===== src/design/rwsd_pkg.sv =====
// Shared types and constants of the readout word stream deframer.
package rwsd_pkg;

    localparam int HISTORY_DEPTH = 9;
    localparam int HEAD_WORDS    = 8;
    localparam int HIST_STORE    = HISTORY_DEPTH - 1;
    localparam int HEAD_BUF      = HEAD_WORDS - 1;
    localparam int CARD_TAP      = 5;

    localparam logic [23:0] HEADER_TAG   = 24'h41505a;
    localparam logic [31:0] TRAILER_WORD = 32'hfafafafa;
    localparam logic [7:0]  CARD_RESET   = 8'd99;
    localparam logic [7:0]  CARD_FIRST   = 8'd1;
    localparam logic [7:0]  CARD_MAX_OK  = 8'd3;

    localparam int          HEAD_CNT_W    = 3;
    localparam logic [2:0]  HEAD_LAST_IDX = 3'd7;

    localparam int          CFG_ADDR_W    = 3;
    localparam logic [2:0]  ADDR_NUM_FECS = 3'h0;
    localparam logic [7:0]  NUM_FECS_RST  = 8'd1;

    typedef enum logic [1:0] {
        KIND_HEAD      = 2'd0,
        KIND_PAYLOAD   = 2'd1,
        KIND_TRAILER   = 2'd2,
        KIND_START_ERR = 2'd3
    } t_word_kind;

    typedef enum logic {
        S_WORD,
        S_HEAD
    } t_ctl_state;

    typedef struct packed {
        logic                  accept;
        logic                  head_emit;
        logic [HEAD_CNT_W-1:0] head_idx;
        logic                  head_last;
    } t_ctl_cmd;

    typedef struct packed {
        logic hdr_full_hit;
        logic out_free;
    } t_dp_status;

    typedef struct packed {
        logic [31:0] out_word;
        logic [11:0] word_index;
        t_word_kind  word_kind;
        logic [7:0]  card_id;
        logic [31:0] event_number;
        logic        event_start;
        logic        event_end;
        logic        bad_card;
        logic        overflow;
        logic        last;
    } t_result;

endpackage


===== src/design/rwsd_in_if.sv =====
// Input word channel of the deframer.
interface rwsd_in_if;
    logic        valid;
    logic        ready;
    logic [31:0] data_word;

    modport source (output valid, output data_word, input ready);
    modport sink (input valid, input data_word, output ready);
endinterface


===== src/design/rwsd_out_if.sv =====
// Result channel of the deframer.
interface rwsd_out_if;
    logic        valid;
    logic        ready;
    logic [31:0] out_word;
    logic [11:0] word_index;
    logic [1:0]  word_kind;
    logic [7:0]  card_id;
    logic [31:0] event_number;
    logic        event_start;
    logic        event_end;
    logic        bad_card;
    logic        overflow;
    logic        last;

    modport source (output valid, output out_word, output word_index, output word_kind,
                    output card_id, output event_number, output event_start,
                    output event_end, output bad_card, output overflow, output last,
                    input ready);
    modport sink (input valid, input out_word, input word_index, input word_kind,
                  input card_id, input event_number, input event_start,
                  input event_end, input bad_card, input overflow, input last,
                  output ready);
endinterface


===== src/design/rwsd_ctrl.sv =====
// Controller state machine: input acceptance and head burst sequencing.
module rwsd_ctrl (
    input  logic                  i_clk,
    input  logic                  i_rst_n,
    input  logic                  i_in_valid,
    input  rwsd_pkg::t_dp_status  i_status,
    output logic                  o_in_ready,
    output rwsd_pkg::t_ctl_cmd    o_cmd
);

    rwsd_pkg::t_ctl_state r_state, n_state;
    logic [rwsd_pkg::HEAD_CNT_W-1:0] r_head_cnt, n_head_cnt;

    always_ff @(posedge i_clk) begin
        if (!i_rst_n) begin
            r_state    <= rwsd_pkg::S_WORD;
            r_head_cnt <= '0;
        end else begin
            r_state    <= n_state;
            r_head_cnt <= n_head_cnt;
        end
    end

    // Next state.
    always_comb begin
        n_state = r_state;
        unique case (r_state)
            rwsd_pkg::S_WORD: begin
                if (i_in_valid && i_status.out_free && i_status.hdr_full_hit) begin
                    n_state = rwsd_pkg::S_HEAD;
                end
            end
            rwsd_pkg::S_HEAD: begin
                if (i_status.out_free && (r_head_cnt == rwsd_pkg::HEAD_LAST_IDX)) begin
                    n_state = rwsd_pkg::S_WORD;
                end
            end
            default: n_state = rwsd_pkg::S_WORD;
        endcase
    end

    // Outputs and head word counter.
    always_comb begin
        o_in_ready      = 1'b0;
        o_cmd.accept    = 1'b0;
        o_cmd.head_emit = 1'b0;
        o_cmd.head_idx  = r_head_cnt;
        o_cmd.head_last = (r_head_cnt == rwsd_pkg::HEAD_LAST_IDX);
        n_head_cnt      = r_head_cnt;
        unique case (r_state)
            rwsd_pkg::S_WORD: begin
                o_in_ready   = i_status.out_free;
                o_cmd.accept = i_in_valid && i_status.out_free;
                if (o_cmd.accept && i_status.hdr_full_hit) begin
                    // The first head word goes out with the header transaction itself.
                    n_head_cnt = rwsd_pkg::HEAD_CNT_W'(1);
                end
            end
            rwsd_pkg::S_HEAD: begin
                o_cmd.head_emit = i_status.out_free;
                if (i_status.out_free) begin
                    n_head_cnt = r_head_cnt + 1'b1;
                end
            end
            default: begin
                o_in_ready = 1'b0;
            end
        endcase
    end

endmodule


===== src/design/rwsd_dp.sv =====
// Datapath: word history, frame state, event counter and result register.
module rwsd_dp #(
    parameter int FRAME_DEPTH = 4096
) (
    input  logic                 i_clk,
    input  logic                 i_rst_n,
    input  rwsd_pkg::t_ctl_cmd   i_cmd,
    input  logic [31:0]          i_data_word,
    input  logic [7:0]           i_num_fecs,
    input  logic                 i_out_ready,
    output rwsd_pkg::t_dp_status o_status,
    output logic                 o_out_valid,
    output rwsd_pkg::t_result    o_result
);

    localparam int IDX_W  = $clog2(FRAME_DEPTH);
    localparam int WIDE_W = (IDX_W > 12) ? IDX_W : 12;
    localparam logic [IDX_W-1:0] LAST_IDX     = IDX_W'(FRAME_DEPTH - 1);
    localparam logic [IDX_W-1:0] HEAD_END_IDX = IDX_W'(rwsd_pkg::HEAD_WORDS - 1);
    localparam logic [3:0]       HIST_MAX     = 4'(rwsd_pkg::HISTORY_DEPTH);
    localparam logic [3:0]       HIST_FULL    = 4'(rwsd_pkg::HISTORY_DEPTH - 1);

    logic [rwsd_pkg::HIST_STORE-1:0][31:0] r_hist, n_hist;
    logic [rwsd_pkg::HEAD_BUF-1:0][31:0]   r_head, n_head;
    logic [3:0]        r_hist_cnt, n_hist_cnt;
    logic              r_await, n_await;
    logic              r_in_frame, n_in_frame;
    logic [IDX_W-1:0]  r_frame_idx, n_frame_idx;
    logic [7:0]        r_card, n_card;
    logic [31:0]       r_event_cnt, n_event_cnt;
    logic              r_out_valid, n_out_valid;
    rwsd_pkg::t_result r_res, n_res;

    logic             hdr_hit;
    logic             trl_hit;
    logic             hist_full;
    logic             idx_full;
    logic [IDX_W-1:0] idx_next;
    logic [7:0]       head_card;
    logic             st_flag;
    logic             en_flag;

    function automatic logic [11:0] to_word_index(input logic [IDX_W-1:0] idx);
        logic [WIDE_W-1:0] wide;
        wide = WIDE_W'(idx);
        return wide[11:0];
    endfunction

    // A frame of card 1 opens a new event; other cards belong to the open one.
    function automatic logic [31:0] frame_event(input logic [7:0] card,
                                                input logic [31:0] cnt);
        return (card == rwsd_pkg::CARD_FIRST) ? cnt : cnt - 32'd1;
    endfunction

    assign hdr_hit   = r_await && (i_data_word[31:8] == rwsd_pkg::HEADER_TAG);
    assign trl_hit   = (i_data_word == rwsd_pkg::TRAILER_WORD);
    assign hist_full = (r_hist_cnt >= HIST_FULL);
    assign idx_full  = (r_frame_idx == LAST_IDX);
    assign idx_next  = idx_full ? LAST_IDX : r_frame_idx + 1'b1;
    assign head_card = r_hist[rwsd_pkg::CARD_TAP][7:0];
    assign st_flag   = (r_card == rwsd_pkg::CARD_FIRST);
    assign en_flag   = (r_card == i_num_fecs);

    assign o_status.hdr_full_hit = hdr_hit && hist_full;
    assign o_status.out_free     = !r_out_valid || i_out_ready;
    assign o_out_valid           = r_out_valid;
    assign o_result              = r_res;

    always_comb begin
        n_hist      = r_hist;
        n_head      = r_head;
        n_hist_cnt  = r_hist_cnt;
        n_await     = r_await;
        n_in_frame  = r_in_frame;
        n_frame_idx = r_frame_idx;
        n_card      = r_card;
        n_event_cnt = r_event_cnt;
        n_out_valid = r_out_valid && !i_out_ready;
        n_res       = r_res;

        if (i_cmd.accept) begin
            n_hist = {r_hist[rwsd_pkg::HIST_STORE-2:0], i_data_word};
            if (r_hist_cnt < HIST_MAX) begin
                n_hist_cnt = r_hist_cnt + 1'b1;
            end
            n_res.event_start = 1'b0;
            n_res.event_end   = 1'b0;
            n_res.bad_card    = 1'b0;
            n_res.overflow    = 1'b0;
            priority if (hdr_hit) begin
                n_await     = 1'b0;
                n_in_frame  = 1'b1;
                n_out_valid = 1'b1;
                if (hist_full) begin
                    // Oldest history word goes out now, the rest from the head buffer.
                    n_card             = head_card;
                    n_head             = r_hist[rwsd_pkg::HEAD_BUF-1:0];
                    n_frame_idx        = HEAD_END_IDX;
                    n_hist_cnt         = 4'd1;
                    n_res.out_word     = r_hist[rwsd_pkg::HIST_STORE-1];
                    n_res.word_index   = 12'd0;
                    n_res.word_kind    = rwsd_pkg::KIND_HEAD;
                    n_res.card_id      = head_card;
                    n_res.event_number = frame_event(head_card, r_event_cnt);
                    n_res.last         = 1'b0;
                end else begin
                    n_res.out_word     = i_data_word;
                    n_res.word_index   = to_word_index(r_frame_idx);
                    n_res.word_kind    = rwsd_pkg::KIND_START_ERR;
                    n_res.card_id      = r_card;
                    n_res.event_number = frame_event(r_card, r_event_cnt);
                    n_res.last         = 1'b1;
                end
            end else if (trl_hit) begin
                n_await            = 1'b1;
                n_in_frame         = 1'b0;
                n_frame_idx        = '0;
                n_out_valid        = 1'b1;
                if (st_flag) begin
                    n_event_cnt = r_event_cnt + 32'd1;
                end
                n_res.out_word     = i_data_word;
                n_res.word_index   = to_word_index(idx_next);
                n_res.word_kind    = rwsd_pkg::KIND_TRAILER;
                n_res.card_id      = r_card;
                n_res.event_number = frame_event(r_card, r_event_cnt);
                n_res.event_start  = st_flag;
                n_res.event_end    = en_flag;
                n_res.bad_card     = !en_flag && (r_card > rwsd_pkg::CARD_MAX_OK);
                n_res.overflow     = idx_full;
                n_res.last         = 1'b1;
            end else if (r_in_frame) begin
                n_frame_idx        = idx_next;
                n_out_valid        = 1'b1;
                n_res.out_word     = idx_full ? 32'd0 : i_data_word;
                n_res.word_index   = to_word_index(idx_next);
                n_res.word_kind    = rwsd_pkg::KIND_PAYLOAD;
                n_res.card_id      = r_card;
                n_res.event_number = frame_event(r_card, r_event_cnt);
                n_res.overflow     = idx_full;
                n_res.last         = 1'b1;
            end
        end

        if (i_cmd.head_emit) begin
            n_head             = {r_head[rwsd_pkg::HEAD_BUF-2:0], 32'd0};
            n_out_valid        = 1'b1;
            n_res.out_word     = r_head[rwsd_pkg::HEAD_BUF-1];
            n_res.word_index   = 12'(i_cmd.head_idx);
            n_res.word_kind    = rwsd_pkg::KIND_HEAD;
            n_res.card_id      = r_card;
            n_res.event_number = frame_event(r_card, r_event_cnt);
            n_res.event_start  = 1'b0;
            n_res.event_end    = 1'b0;
            n_res.bad_card     = 1'b0;
            n_res.overflow     = 1'b0;
            n_res.last         = i_cmd.head_last;
        end
    end

    always_ff @(posedge i_clk) begin
        if (!i_rst_n) begin
            r_hist_cnt  <= '0;
            r_await     <= 1'b1;
            r_in_frame  <= 1'b0;
            r_frame_idx <= HEAD_END_IDX;
            r_card      <= rwsd_pkg::CARD_RESET;
            r_event_cnt <= '0;
            r_out_valid <= 1'b0;
        end else begin
            r_hist_cnt  <= n_hist_cnt;
            r_await     <= n_await;
            r_in_frame  <= n_in_frame;
            r_frame_idx <= n_frame_idx;
            r_card      <= n_card;
            r_event_cnt <= n_event_cnt;
            r_out_valid <= n_out_valid;
        end
    end

    always_ff @(posedge i_clk) begin
        r_hist <= n_hist;
        r_head <= n_head;
        r_res  <= n_res;
    end

endmodule


===== src/design/readout_word_stream_deframer.sv =====
// Readout word stream deframer. One raw 32-bit word is taken per cycle while the
// result register is free or being emptied; a word gives at most one result in
// the cycle after it is taken, except a header that opens a frame with a full
// nine-word history, which produces eight head results and holds off input until
// the last of them is emitted. The single result register sets this rate.
// The word kind on the result channel is 0 for a head word, 1 for payload, 2 for
// the trailer and 3 for a header that arrived with too short a history. Register
// num_fecs sits at byte address 0 of the configuration port and resets to 1.
module readout_word_stream_deframer #(
    parameter int FRAME_DEPTH = 4096
) (
    input  logic                              i_clk,
    input  logic                              i_rst_n,
    rwsd_in_if.sink                           i_word_ch,
    rwsd_out_if.source                        o_res_ch,
    input  logic                              psel,
    input  logic                              penable,
    input  logic                              pwrite,
    input  logic [rwsd_pkg::CFG_ADDR_W-1:0]   paddr,
    input  logic [31:0]                       pwdata,
    output logic [31:0]                       prdata,
    output logic                              pready
);

    logic [7:0]           r_num_fecs;
    logic [7:0]           n_num_fecs;
    rwsd_pkg::t_ctl_cmd   cmd;
    rwsd_pkg::t_dp_status status;
    rwsd_pkg::t_result    res;
    logic                 in_ready;
    logic                 out_valid;

    assign pready = 1'b1;

    always_comb begin
        n_num_fecs = r_num_fecs;
        if (psel && penable && pwrite && (paddr == rwsd_pkg::ADDR_NUM_FECS)) begin
            n_num_fecs = pwdata[7:0];
        end
    end

    always_ff @(posedge i_clk) begin
        if (!i_rst_n) begin
            r_num_fecs <= rwsd_pkg::NUM_FECS_RST;
        end else begin
            r_num_fecs <= n_num_fecs;
        end
    end

    assign prdata = (paddr == rwsd_pkg::ADDR_NUM_FECS) ? {24'd0, r_num_fecs} : 32'd0;

    rwsd_ctrl u_ctrl (
        .i_clk      (i_clk),
        .i_rst_n    (i_rst_n),
        .i_in_valid (i_word_ch.valid),
        .i_status   (status),
        .o_in_ready (in_ready),
        .o_cmd      (cmd)
    );

    rwsd_dp #(
        .FRAME_DEPTH (FRAME_DEPTH)
    ) u_dp (
        .i_clk       (i_clk),
        .i_rst_n     (i_rst_n),
        .i_cmd       (cmd),
        .i_data_word (i_word_ch.data_word),
        .i_num_fecs  (r_num_fecs),
        .i_out_ready (o_res_ch.ready),
        .o_status    (status),
        .o_out_valid (out_valid),
        .o_result    (res)
    );

    assign i_word_ch.ready       = in_ready;
    assign o_res_ch.valid        = out_valid;
    assign o_res_ch.out_word     = res.out_word;
    assign o_res_ch.word_index   = res.word_index;
    assign o_res_ch.word_kind    = res.word_kind;
    assign o_res_ch.card_id      = res.card_id;
    assign o_res_ch.event_number = res.event_number;
    assign o_res_ch.event_start  = res.event_start;
    assign o_res_ch.event_end    = res.event_end;
    assign o_res_ch.bad_card     = res.bad_card;
    assign o_res_ch.overflow     = res.overflow;
    assign o_res_ch.last         = res.last;

endmodule


===== src/flat_wrapper.sv =====
// flat-port wrapper written by rule: the top's interface ports become plain ports
module readout_word_stream_deframer_flat 
#(
    parameter int FRAME_DEPTH = 4096
)
  (i_clk, i_rst_n, psel, penable, pwrite, paddr, pwdata, prdata, pready, i_word_ch_valid, i_word_ch_data_word, i_word_ch_ready, o_res_ch_valid, o_res_ch_out_word, o_res_ch_word_index, o_res_ch_word_kind, o_res_ch_card_id, o_res_ch_event_number, o_res_ch_event_start, o_res_ch_event_end, o_res_ch_bad_card, o_res_ch_overflow, o_res_ch_last, o_res_ch_ready);
  rwsd_in_if i_word_ch_i ();
  rwsd_out_if o_res_ch_i ();
  input  logic i_clk;
  input  logic i_rst_n;
  input  logic psel;
  input  logic penable;
  input  logic pwrite;
  input  logic [rwsd_pkg::CFG_ADDR_W-1:0] paddr;
  input  logic [31:0] pwdata;
  output logic [31:0] prdata;
  output logic pready;
  input wire logic [$bits(i_word_ch_i.valid)-1:0] i_word_ch_valid;
  input wire logic [$bits(i_word_ch_i.data_word)-1:0] i_word_ch_data_word;
  output wire logic [$bits(i_word_ch_i.ready)-1:0] i_word_ch_ready;
  output wire logic [$bits(o_res_ch_i.valid)-1:0] o_res_ch_valid;
  output wire logic [$bits(o_res_ch_i.out_word)-1:0] o_res_ch_out_word;
  output wire logic [$bits(o_res_ch_i.word_index)-1:0] o_res_ch_word_index;
  output wire logic [$bits(o_res_ch_i.word_kind)-1:0] o_res_ch_word_kind;
  output wire logic [$bits(o_res_ch_i.card_id)-1:0] o_res_ch_card_id;
  output wire logic [$bits(o_res_ch_i.event_number)-1:0] o_res_ch_event_number;
  output wire logic [$bits(o_res_ch_i.event_start)-1:0] o_res_ch_event_start;
  output wire logic [$bits(o_res_ch_i.event_end)-1:0] o_res_ch_event_end;
  output wire logic [$bits(o_res_ch_i.bad_card)-1:0] o_res_ch_bad_card;
  output wire logic [$bits(o_res_ch_i.overflow)-1:0] o_res_ch_overflow;
  output wire logic [$bits(o_res_ch_i.last)-1:0] o_res_ch_last;
  input wire logic [$bits(o_res_ch_i.ready)-1:0] o_res_ch_ready;
  assign i_word_ch_i.valid = i_word_ch_valid;
  assign i_word_ch_i.data_word = i_word_ch_data_word;
  assign i_word_ch_ready = i_word_ch_i.ready;
  assign o_res_ch_valid = o_res_ch_i.valid;
  assign o_res_ch_out_word = o_res_ch_i.out_word;
  assign o_res_ch_word_index = o_res_ch_i.word_index;
  assign o_res_ch_word_kind = o_res_ch_i.word_kind;
  assign o_res_ch_card_id = o_res_ch_i.card_id;
  assign o_res_ch_event_number = o_res_ch_i.event_number;
  assign o_res_ch_event_start = o_res_ch_i.event_start;
  assign o_res_ch_event_end = o_res_ch_i.event_end;
  assign o_res_ch_bad_card = o_res_ch_i.bad_card;
  assign o_res_ch_overflow = o_res_ch_i.overflow;
  assign o_res_ch_last = o_res_ch_i.last;
  assign o_res_ch_i.ready = o_res_ch_ready;
  readout_word_stream_deframer #(.FRAME_DEPTH(FRAME_DEPTH)) u_core (.i_clk(i_clk), .i_rst_n(i_rst_n), .i_word_ch(i_word_ch_i), .o_res_ch(o_res_ch_i), .psel(psel), .penable(penable), .pwrite(pwrite), .paddr(paddr), .pwdata(pwdata), .prdata(prdata), .pready(pready));
endmodule

===== config.mk =====
export PLATFORM = sky130hd
export DESIGN_NAME = readout_word_stream_deframer_flat
export DESIGN_NICKNAME = d
export VERILOG_FILES = /design/src/design/rwsd_pkg.sv /design/src/design/rwsd_in_if.sv /design/src/design/rwsd_out_if.sv /design/src/design/rwsd_ctrl.sv /design/src/design/rwsd_dp.sv /design/src/design/readout_word_stream_deframer.sv /design/src/flat_wrapper.sv
export SDC_FILE = /design/constraint.sdc
export NUM_CORES = 1
export LEC_CHECK = 0
export ABC_AREA = 1
export BUFFER_PORTS_ARGS = -buffer_cell sky130_fd_sc_hd__buf_2
export CORE_AREA = 2 2 354 269
export CTS_BUF_LIST = sky130_fd_sc_hd__clkbuf_2 sky130_fd_sc_hd__clkbuf_4 sky130_fd_sc_hd__clkbuf_8
export DETAILED_ROUTE_END_ITERATION = 7
export DIE_AREA = 0 0 356 271
export PLACE_DENSITY_LB_ADDON = 0.25
export SYNTH_ARGS = -nofsm -noshare
export SYNTH_HDL_FRONTEND = slang
export SYNTH_HIERARCHICAL = 1
export SYNTH_SLANG_ARGS = --single-unit

===== constraint.sdc =====
create_clock -name i_clk -period 22 [get_ports i_clk]
set_input_delay 1.1 -clock i_clk [delete_from_list [all_inputs] [get_ports i_clk]]
set_output_delay 1.1 -clock i_clk [all_outputs]
set_load 0.1 [all_outputs]

==> impl_metrics.csv <==
group,metric,value,unit
status,status,"finished, final reports clean",
floorplanning,design.core.area,92700,sq um
global_routing,antenna_found_initial,8,
global_routing,grt_max_degree,185,
route,drtIter0Drc,1356,
floorplanning,die_area,96500,sq um
timing,tightest_slew,1.08,ns
global_routing,grt_pass1_vias,18200,
worst_setup_path,cp.arrival,5.61,ns
timing,rsz0062_at_grt,"false",
place,gp_congestion,0.900,
place,port_buffers,150,
power_and_ir_drop,p_per_area,78.5,nW/um^2
final_layout,fin_util,34.1,%
floorplanning,fp.dieH,271,um
worst_setup_path,r2r_setup_slack,17.12,ns
route,routed_via_density,4.67,
worst_setup_path,r2r_end,"u_core/u_dp/r_head[44]$_DFFE_PP_",
floorplanning,io_pins,200,
timing,slew_viol_final,0,
clock_tree,cts_buffer_depth,3,
global_routing,grt_pass1_wl,110000,um
worst_setup_path,crit_path_end_kind,"register",
timing,finClkSkew,0.0421,ns
power_and_ir_drop,power,2.48,mW
route,drt-total-wl,72800,um
timing,hold_violations,0,
global_routing,grt_overflow,0,
route,vias,19000,
route,drc,0,
timing,fin_setup_tns,0,ns
timing,holdWs,0.426,ns
run,drv_cap,0,
clock_tree,clkTransAtPathRegs,0.06,ns
global_routing,grt_usage,14.8,%
floorplanning,rows,97,
floorplanning,start_util,29.9,%
clock_tree,cts_buffers,106,
final_layout,fillers,9432,
yosys,ys_types,38,
clock_tree,cts-htree-levels,3,
route,firstDrtPassIters,5,
floorplanning,die_w,356,um
route,post_drt_wl_per_cell,17.9,um
clock_tree,cts_hold_buf,0,
route,antenna_left,0,
clock_tree,clock_sinks,642,
worst_setup_path,start_kind,"input pin",
clock_tree,cts_post_setup_buffers_inserted,0,
worst_setup_path,crit_required,22.57,ns
hold_path,hold_class,"reg2reg",
yosys,synth.avg_cell_area,10.7,sq um
power_and_ir_drop,cellLeakagePower,12.2,nW
timing,setup_viol,0,
final_layout,drive_above_1_share,13.9,%
worst_setup_path,r2r_cells,10,
yosys,synth-seq-area-share,65.3,%
final_layout,antennaDiodeCount,0,
clock_tree,clk_latency,0.74,ns
yosys,ys_ff_latch,642,
worst_setup_path,crit_start,"o_res_ch_ready",
final_layout,final_nets,2813,
clock_tree,cts.repair.resized,0,
timing,clock.fmax,198,MHz
worst_setup_path,endpoint,"u_core/u_dp/r_head[44]$_DFFE_PP_",
power_and_ir_drop,vdd_drop_max,35.5,uV
place,hpwl,44400,um
timing,period_share,22.9,%
worst_setup_path,regToRegStartpoint,"u_core/u_dp/o_out_valid$_SDFF_PN0_",
timing,layout_min_cycle_time,5.05,ns
clock_tree,cts_tree,"built",
worst_setup_path,critical_path_class,"in2reg",
yosys,postSynthCellCount,2598,
yosys,synth_area,27700,sq um
clock_tree,clockRootBuffer,"clkbuf_8",
final_layout,area_delta_synth_final,14.2,%
worst_setup_path,path_max_fanout,79,
yosys,yosys_warnings,6,
timing,maxSlewHeadroom,28.3,%
cell families after synthesis:
kind of cell               after synthesis  synth area share (%)
DFF                                    642                  65.3
AOI/OAI and AO/OA                      424                  10.3
buffers and inverters                  334                  5.22
and+or+nand+nor                       1143                  17.4
adders and majority gates                8                 0.361
xor gates and xnor gates                45                  1.42
other                                    2                0.0271
state kept, by name, summed over array words and instances (netlist names):
| name | count |
|---|---|
| u_core/u_ctrl/r_state | 1 |
| u_core/r_num_fecs | 8 |
| u_core/u_dp/r_event_cnt | 32 |
| u_core/u_dp/r_in_frame | 1 |
| u_core/u_dp/r_card | 8 |
| u_core/u_dp/r_hist | 248 |
| u_core/u_dp/r_head | 224 |
| u_core/u_dp/r_frame_idx | 12 |
| u_core/u_dp/r_hist_cnt | 4 |
| u_core/u_dp/head_card | 8 |
| u_core/u_dp/o_result | 91 |
| u_core/u_ctrl/r_head_cnt | 3 |
| u_core/u_dp/r_await | 1 |
| u_core/u_dp/o_out_valid | 1 |
where the power goes:
part           total (mW)  internal [mW]  switching [mW]
logic              0.0667         0.0110          0.0557
clock network        1.06          0.575           0.484
registers            1.36           1.34          0.0138
placed cells by master, fill, tap and decap left out, drive strengths merged:
cell type,instances
nand2,570
edfxtp,524
nor2,307
a22o,184
nand3,177
buf,170
inv,169
clkbuf,168
o21ai,148
dfxtp,118
a21oi,76
xor2,44
nor3,33
conb,25
nand4,25
clkinv,25
nand3b,13
or2,13
ha,8
o22ai,7
o211ai,6
nor4,4
clkinvlp,2
bufinv,1
a21boi,1
and2,1
xnor2,1
a41oi,1
o31ai,1
Yosys cell counts:
cell type	number	area, sq um
a22o_1	184	1610
o22ai_1	7	43.8
nand3_2	2	20.0
nand4_1	24	150
buf_4	43	323
o211ai_1	6	45.0
xnor2_1	1	8.76
o31ai_1	1	7.51
a41oi_1	1	8.76
a21oi_1	76	380
dfxtp_1	118	2360
nor2_1	300	1130
buf_1	2	7.51
nand2_1	564	2120
nand4_2	1	12.5
nor4_1	4	25.0
a21boi_1	1	7.51
nand3b_1	13	97.6
or2_2	13	81.3
clkbuf_1	99	372
nor2_2	3	18.8
nand2_2	6	37.5
buf_2	24	120
o21ai_1	6	30.0
clkinv_1	1	3.75
nand3_1	175	876
conb_1	2	7.51
inv_2	5	18.8
nor2_8	1	20.0
inv_1	160	601
ha_1	8	100
nor2_4	3	33.8
o21ai_0	142	711
nor3_4	2	32.5
xor2_1	44	385
and2_0	1	6.26
edfxtp_1	524	15700
nor3_1	31	155
worst min-delay path by stage:
stage,start,cells past startpoint,end
2_1_floorplan,u_core/u_dp/r_hist[0]$_DFFE_PP_,0,u_core/u_dp/r_hist[32]$_DFFE_PP_
3_5_place_dp,u_core/u_dp/r_hist[5]$_DFFE_PP_,0,u_core/u_dp/r_hist[37]$_DFFE_PP_
6_report,u_core/u_dp/r_hist[192]$_DFFE_PP_,0,u_core/u_dp/r_hist[224]$_DFFE_PP_
5_1_grt,u_core/u_dp/r_hist[192]$_DFFE_PP_,0,u_core/u_dp/r_hist[224]$_DFFE_PP_
3_3_place_gp,u_core/u_dp/r_hist[2]$_DFFE_PP_,0,u_core/u_dp/r_hist[34]$_DFFE_PP_
4_1_cts,u_core/u_dp/r_hist[192]$_DFFE_PP_,0,u_core/u_dp/r_hist[224]$_DFFE_PP_
layout make-up:
class                           count  area (sq um)  area share [%]
Clock buffer                      168          1950            6.16
Inverter                          166           633            2.00
Tap cell                         1237          1550            4.89
Sequential cell                   642         18100            57.2
Timing Repair Buffer              170           938            2.97
Clock inverter                     31           194           0.613
Multi-Input combinational cell   1645          8270            26.1
critical path: stages:
cell and delay [ns]:
buf_2 0.08, inv_1 0.04, nand2_1 0.19, nand2_1 0.13
nor2_4 0.41, inv_1 0.42, nor2_4 0.18, inv_1 0.23
nor2_4 0.86, buf_4 0.78, buf_4 0.87, a22o_1 0.24
stage by stage:
stage / worst slack (ns) / std cells / cell area (sq um)
floorplan: 3.50 / 2621 / 27800
global placement: 16.04 / 3860 / 29500
detailed placement: 16.00 / 3860 / 29500
CTS: 16.80 / 4059 / 31600
global route: 16.56 / 4059 / 31600
finish: 16.95 / 4059 / 31600
metal layers:
metal / vias up / share of wire, % / track usage [%]
li1: 9279 / - / -
met1: 9105 / 49 / 21.5
met2: 478 / 44 / 22.4
met3: 107 / 4.7 / 2.77
met4: 0 / 2.0 / 3.81
met5: - / 0 / 0
Note: power is estimated with default switching activity, not from simulation.
